<file path="src/rtl/core/ple_pkg.sv">
// ----------------------------------------------------------------------------
// ple_pkg: shared types and constants for the positional list editor
// Request and status codes, cell control struct and widths of the fields.
// ----------------------------------------------------------------------------
package ple_pkg;

   localparam int CAPACITY_DEFAULT = 64;

   localparam int DATA_W  = 32;
   localparam int POS_W   = 6;
   localparam int COUNT_W = 7;
   localparam int OP_W    = 2;
   localparam int STAT_W  = 2;

   localparam int REQ_TDATA_W = 40;
   localparam int RSP_TDATA_W = 48;

   localparam logic [OP_W-1:0] OP_INSERT = 2'd0;
   localparam logic [OP_W-1:0] OP_WRITE  = 2'd1;
   localparam logic [OP_W-1:0] OP_DELETE = 2'd2;

   localparam logic [STAT_W-1:0] ST_OK    = 2'd0;
   localparam logic [STAT_W-1:0] ST_RANGE = 2'd1;
   localparam logic [STAT_W-1:0] ST_FULL  = 2'd2;

   typedef enum logic [2:0] {
      CELL_HOLD,
      CELL_INSERT,
      CELL_WRITE,
      CELL_DELETE,
      CELL_ROTATE
   } cell_act_type;

   // broadcast to every cell of the chain
   typedef struct packed {
      cell_act_type     act;
      logic [POS_W-1:0] pos;
      logic [POS_W-1:0] last_idx;
   } cell_ctl_type;

endpackage

</file>
<file path="src/rtl/core/ple_cell.sv">
// ----------------------------------------------------------------------------
// ple_cell: one list entry of the chain
// Holds a word and picks its next value from the new word, a neighbor or the head cell.
// ----------------------------------------------------------------------------
module ple_cell
   import ple_pkg::*;
(
   input  logic              clock,
   input  logic [POS_W-1:0]  cell_idx,
   input  cell_ctl_type      ctl,
   input  logic [DATA_W-1:0] new_value,
   input  logic [DATA_W-1:0] prev_data,
   input  logic [DATA_W-1:0] next_data,
   input  logic [DATA_W-1:0] head_data,
   output logic [DATA_W-1:0] data
);

   logic [DATA_W-1:0] data_ff;
   logic [DATA_W-1:0] data_in;

   always_comb begin
      data_in = data_ff;
      case (ctl.act)
         CELL_INSERT: begin
            if (cell_idx == ctl.pos) begin
               data_in = new_value;
            end else if (cell_idx > ctl.pos) begin
               data_in = prev_data;
            end
         end
         CELL_WRITE: begin
            if (cell_idx == ctl.pos) begin
               data_in = new_value;
            end
         end
         CELL_DELETE: begin
            if (cell_idx >= ctl.pos) begin
               data_in = next_data;
            end
         end
         CELL_ROTATE: begin
            // the entry at the end of the list wraps around to the head
            data_in = (cell_idx == ctl.last_idx) ? head_data : next_data;
         end
         default: begin
            data_in = data_ff;
         end
      endcase
   end

   always_ff @(posedge clock) begin
      data_ff <= data_in;
   end

   assign data = data_ff;

endmodule

</file>
<file path="config.mk">
export PLATFORM = sky130hd
export DESIGN_NAME = ple_cell
export DESIGN_NICKNAME = d
export VERILOG_FILES = /design/src/rtl/core/ple_pkg.sv /design/src/rtl/core/ple_cell.sv
export SDC_FILE = /design/constraint.sdc
export NUM_CORES = 1
export LEC_CHECK = 0
export ABC_AREA = 1
export BUFFER_PORTS_ARGS = -buffer_cell sky130_fd_sc_hd__buf_2
export CAP_MARGIN = 10
export CORE_MARGIN = 2
export CORE_UTILIZATION = 49
export CTS_BUF_LIST = sky130_fd_sc_hd__clkbuf_16
export CTS_CLUSTER_DIAMETER = 100
export DETAILED_ROUTE_END_ITERATION = 6
export GPL_ROUTABILITY_DRIVEN = 1
export HOLD_SLACK_MARGIN = 0.03
export PLACE_DENSITY = 0.87
export SYNTH_ARGS = -nofsm -noshare
export SYNTH_HDL_FRONTEND = slang
export SYNTH_SLANG_ARGS = --single-unit
</file>
<file path="constraint.sdc">
create_clock -name clock -period 4.52 [get_ports clock]
set_input_delay 0.226 -clock clock [delete_from_list [all_inputs] [get_ports clock]]
set_output_delay 0.226 -clock clock [all_outputs]
set_load 0.03 [all_outputs]
</file>
==> flow_results.org <==
** Global route
- For this run the aggregate overflow at the end of global routing stands at 0.
- The first global-routing pass estimated 16,700 µm of wire.
- Vias in the first global route :: 3,931
- The number of antenna violations at the first check in global routing came to 0.
- Maximum number of pins on one net before global-route repair :: 65
- Across every metal layer, demand over resource in global routing totals 0.2783.

** Timing
- Setup violations remaining at the end of the flow were counted as 0.
- Derived from the worst setup path, the maximum achievable clock frequency is 480.6 MHz.
- In the finished design, the share of the clock period the worst path needs comes to 0.4603.
- Measured against its own limit, the worst slew margin works out to 0.3173.
- Setup repair after global routing missed its margin :: no
- Post-layout min period :: 2.081 ns
- Hold violation total from the final report :: 0
- At the pin with the least slew margin, the transition time is just over 1 ns.
- The count of pins over their slew limit was 0.
- For the final routed database, the setup TNS stands at 0 ns.

** Route
- Number of nets with antenna violations after routing :: 0
- Remaining routing DRC violations :: 11
- Via count :: 3,937
- The pre-antenna-repair detailed-routing pass consisted of 7 iterations.
- Final wirelength :: 10,170 µm
- Average via count per standard cell :: 5.453
- First-iteration detailed-routing DRC count :: roughly 290
- Average wire length per cell after detail routing :: 14.09 µm

** CTS
- After clock tree synthesis, the clock-pin slew on the worst setup and hold paths is 0.05 ns.
- Cell chosen for the clock root :: sky130_fd_sc_hd__clkbuf_16
- The number of setup buffers added after CTS is 0.
- Counting every sink on the clock net gives 32.
- The H-tree generated during clock tree synthesis spans 2 levels.
- TritonCTS clock tree :: yes
- Clock buffer depth :: 2
- In this run, post-CTS repair resized a total of 0 instances.
- Buffers inserted to repair hold after CTS numbered 0.
- CTS Buf Count :: 5

** Layout
- Final core area utilization :: 0.6663
- Summing all non-filler instances in the final layout gives an area of ~4300 µm².
- Fraction of final layout cells sized beyond drive strength 1 :: 0.3426
- Count of inserted antenna diode cells :: 0
- The area growth from synthesis to layout is 30.34%.
- The filler cells instantiated in the layout total 553.
- Number of flip-flops in the largest register :: 32
- Number of non-filler instances in the completed layout :: approximately 720
- Total number of nets in the final design :: 800

** Floorplanning
- Number of rows in the core area :: 29
- Floorplan die width :: 85.86 µm
- The total area inside the core boundary comes to between 6000 and 7000 µm².
- Top Ports :: 182
- Die span in y :: 85.86 µm
- For this configuration, the core starts out at a cell density of 0.5112.
- The floorplan step defined a die boundary enclosing 7371 µm².

** Synth
- Ys flop type :: sky130_fd_sc_hd__edfxtp_1
- Number of synthesized register bits :: 32
- Counting every instance in the synthesized netlist gives 482.
- Async S/R FF share, synth :: 0
- The number of nets in the synthesized netlist is 638.
- For this run, the number of Yosys warnings is 0.
- After synthesis, the mean cell area works out to between 6 and 7 µm².
- Number of synthesized flops with an enable pin :: 32
- Summing every instance area after synthesis gives 3283 µm².
- The share of the Yosys chip area taken by registers is 0.2927.
- The netlist uses 22 different library cells.

** Placed design
- Routability-driven placement finished with a final weighted congestion of 0.8676.
- Number of placed instances, taps included :: just over 700
- Placed standard-cell area :: 4143 µm²
- Port Buf Inserts :: 181
- The wire-length estimate of the detail-placed layout is 7240 µm.

** Setup path
- Startpoint-to-endpoint class of the critical path :: primary input to flop
- CP required :: roughly 4.4 ns
- Counting stages on the worst path, the most repeated cell is sky130_fd_sc_hd__a21oi_4.
- In this run the worst setup path begins at ctl[14].
- STA classifies the critical path startpoint as a primary input.
- STA puts the critical path data arrival time at 1.97 ns.
- Sequence of cells on the critical path :: buf_2 > inv_1 > nor3_4 > a21oi_4 > buf_4 > o21ai_0 > nand2_1 > a21oi_4
- Along the worst path, the maximum fanout reaches 33.
- Element type at the critical path end :: flop
- Slowest-stage cell, CP :: sky130_fd_sc_hd__a21oi_4
- Delay of the slowest cell on the worst path :: between 0.7 and 0.8 ns

** Run status
- The final reports fail on design-rule violations.
- Result of the run :: finished, violations left

** Run
- Max-cap violations in this run came to 0.

** Power and ir drop
- Worst IR Drop VDD :: 0.0001535 V
- The completed layout was analyzed and its total power is ~1.1 mW.
- In this run the static leakage power is 2.484 nW.
- Total power divided by cell area :: 256.1 nW/µm²

** Worst hold path
- The startpoint identified for the worst hold timing path is new_value[3].
- Hold Path Class :: primary input to flop
==> routing by layer <==
metal	GRT usage	wire length [µm]
met1	0.3216	3859
met2	0.5142	5115
met3	0.05005	1017
met4	0.09524	181
met5	0	0
==> through the flow <==
stage                     worst slack, ns  hold slack [ns]
after floorplan                     1.356           0.4361
after global placement              2.179           0.5444
after detailed placement            2.132           0.5470
after CTS                           2.405           0.2746
after global routing                2.212           0.2776
final                               2.439           0.2744
==> cells in the final DEF (no fill, tap or decap), types with 2 or more instances in the layout <==
cell / synthesis / routed
sky130_fd_sc_hd__nor2_4: 3 / 3
sky130_fd_sc_hd__nand4_1: 33 / 33
sky130_fd_sc_hd__edfxtp_1: 32 / 32
sky130_fd_sc_hd__a21oi_4: 1 / 2
sky130_fd_sc_hd__o21ai_0: 2 / 2
sky130_fd_sc_hd__ha_1: 6 / 6
sky130_fd_sc_hd__buf_4: 0 / 5
sky130_fd_sc_hd__buf_2: 24 / 181
sky130_fd_sc_hd__a21oi_1: 34 / 33
sky130_fd_sc_hd__nor2_1: 34 / 34
sky130_fd_sc_hd__clkbuf_16: 0 / 5
sky130_fd_sc_hd__o211ai_1: 11 / 11
sky130_fd_sc_hd__inv_1: 115 / 117
sky130_fd_sc_hd__o211ai_2: 21 / 21
sky130_fd_sc_hd__nand3_1: 65 / 65
sky130_fd_sc_hd__nand2_1: 88 / 88
==> path summary, 6_finish.rpt <==
kind / endpoint / cells after the start / slack (ns)
worst max-delay path: data[14] / 8 / 2.44
worst min-delay path: data[3] / 3 / 0.27
==> where the power goes <==
group,internal (mW),switching (mW),total [mW],leakage [nW]
sequential,0.383,0.0146,0.397,0.300
combinational,0.134,0.258,0.393,2.11
clock,0.198,0.108,0.306,0.0738
total,0.715,0.382,1.10,2.48
==> area by class of cell <==
cell class	count	area (µm²)	area share
Clock buffer	5	125.1	0.02924
Clock inverter	3	11.26	0.002632
Inverter	116	435.4	0.1018
Multi-Input combinational cell	303	1707	0.3988
Sequential cell	32	960.9	0.2246
Tap cell	77	96.34	0.02251
Timing Repair Buffer	186	943.4	0.2205
==> synthesized netlist by cell type, types with 2 or more instances <==
master / instances / area (µm²)
sky130_fd_sc_hd__a21oi_1: 34 / 170.2
sky130_fd_sc_hd__inv_1: 115 / 431.7
sky130_fd_sc_hd__o21ai_0: 2 / 10.01
sky130_fd_sc_hd__ha_1: 6 / 75.07
sky130_fd_sc_hd__nor2_4: 3 / 33.78
sky130_fd_sc_hd__nand2_1: 88 / 330.3
sky130_fd_sc_hd__edfxtp_1: 32 / 960.9
sky130_fd_sc_hd__nand3_1: 65 / 325.3
sky130_fd_sc_hd__nand4_1: 33 / 206.5
sky130_fd_sc_hd__nor2_1: 34 / 127.6
sky130_fd_sc_hd__buf_2: 24 / 120.1
sky130_fd_sc_hd__buf_6: 6 / 67.56
sky130_fd_sc_hd__o211ai_1: 11 / 82.58
sky130_fd_sc_hd__o211ai_2: 21 / 262.8
==> logic make-up (layout without fill, tap and decap cells) <==
logic type / Yosys count / count (layout) / share of synthesized area
simple gates: 226 / 226 / 0.3239
flops: 32 / 32 / 0.2927
fa+ha+maj: 6 / 6 / 0.02287
buf+inv: 147 / 310 / 0.1909
compound gates: 71 / 71 / 0.1696
==> worst max-delay path: cells and delay by family <==
family          cells  cell delay [ns]
compound gates      3             0.96
buf+inv             3             0.46
simple gates        2             0.29
Note: power is estimated with default switching activity, not from simulation.
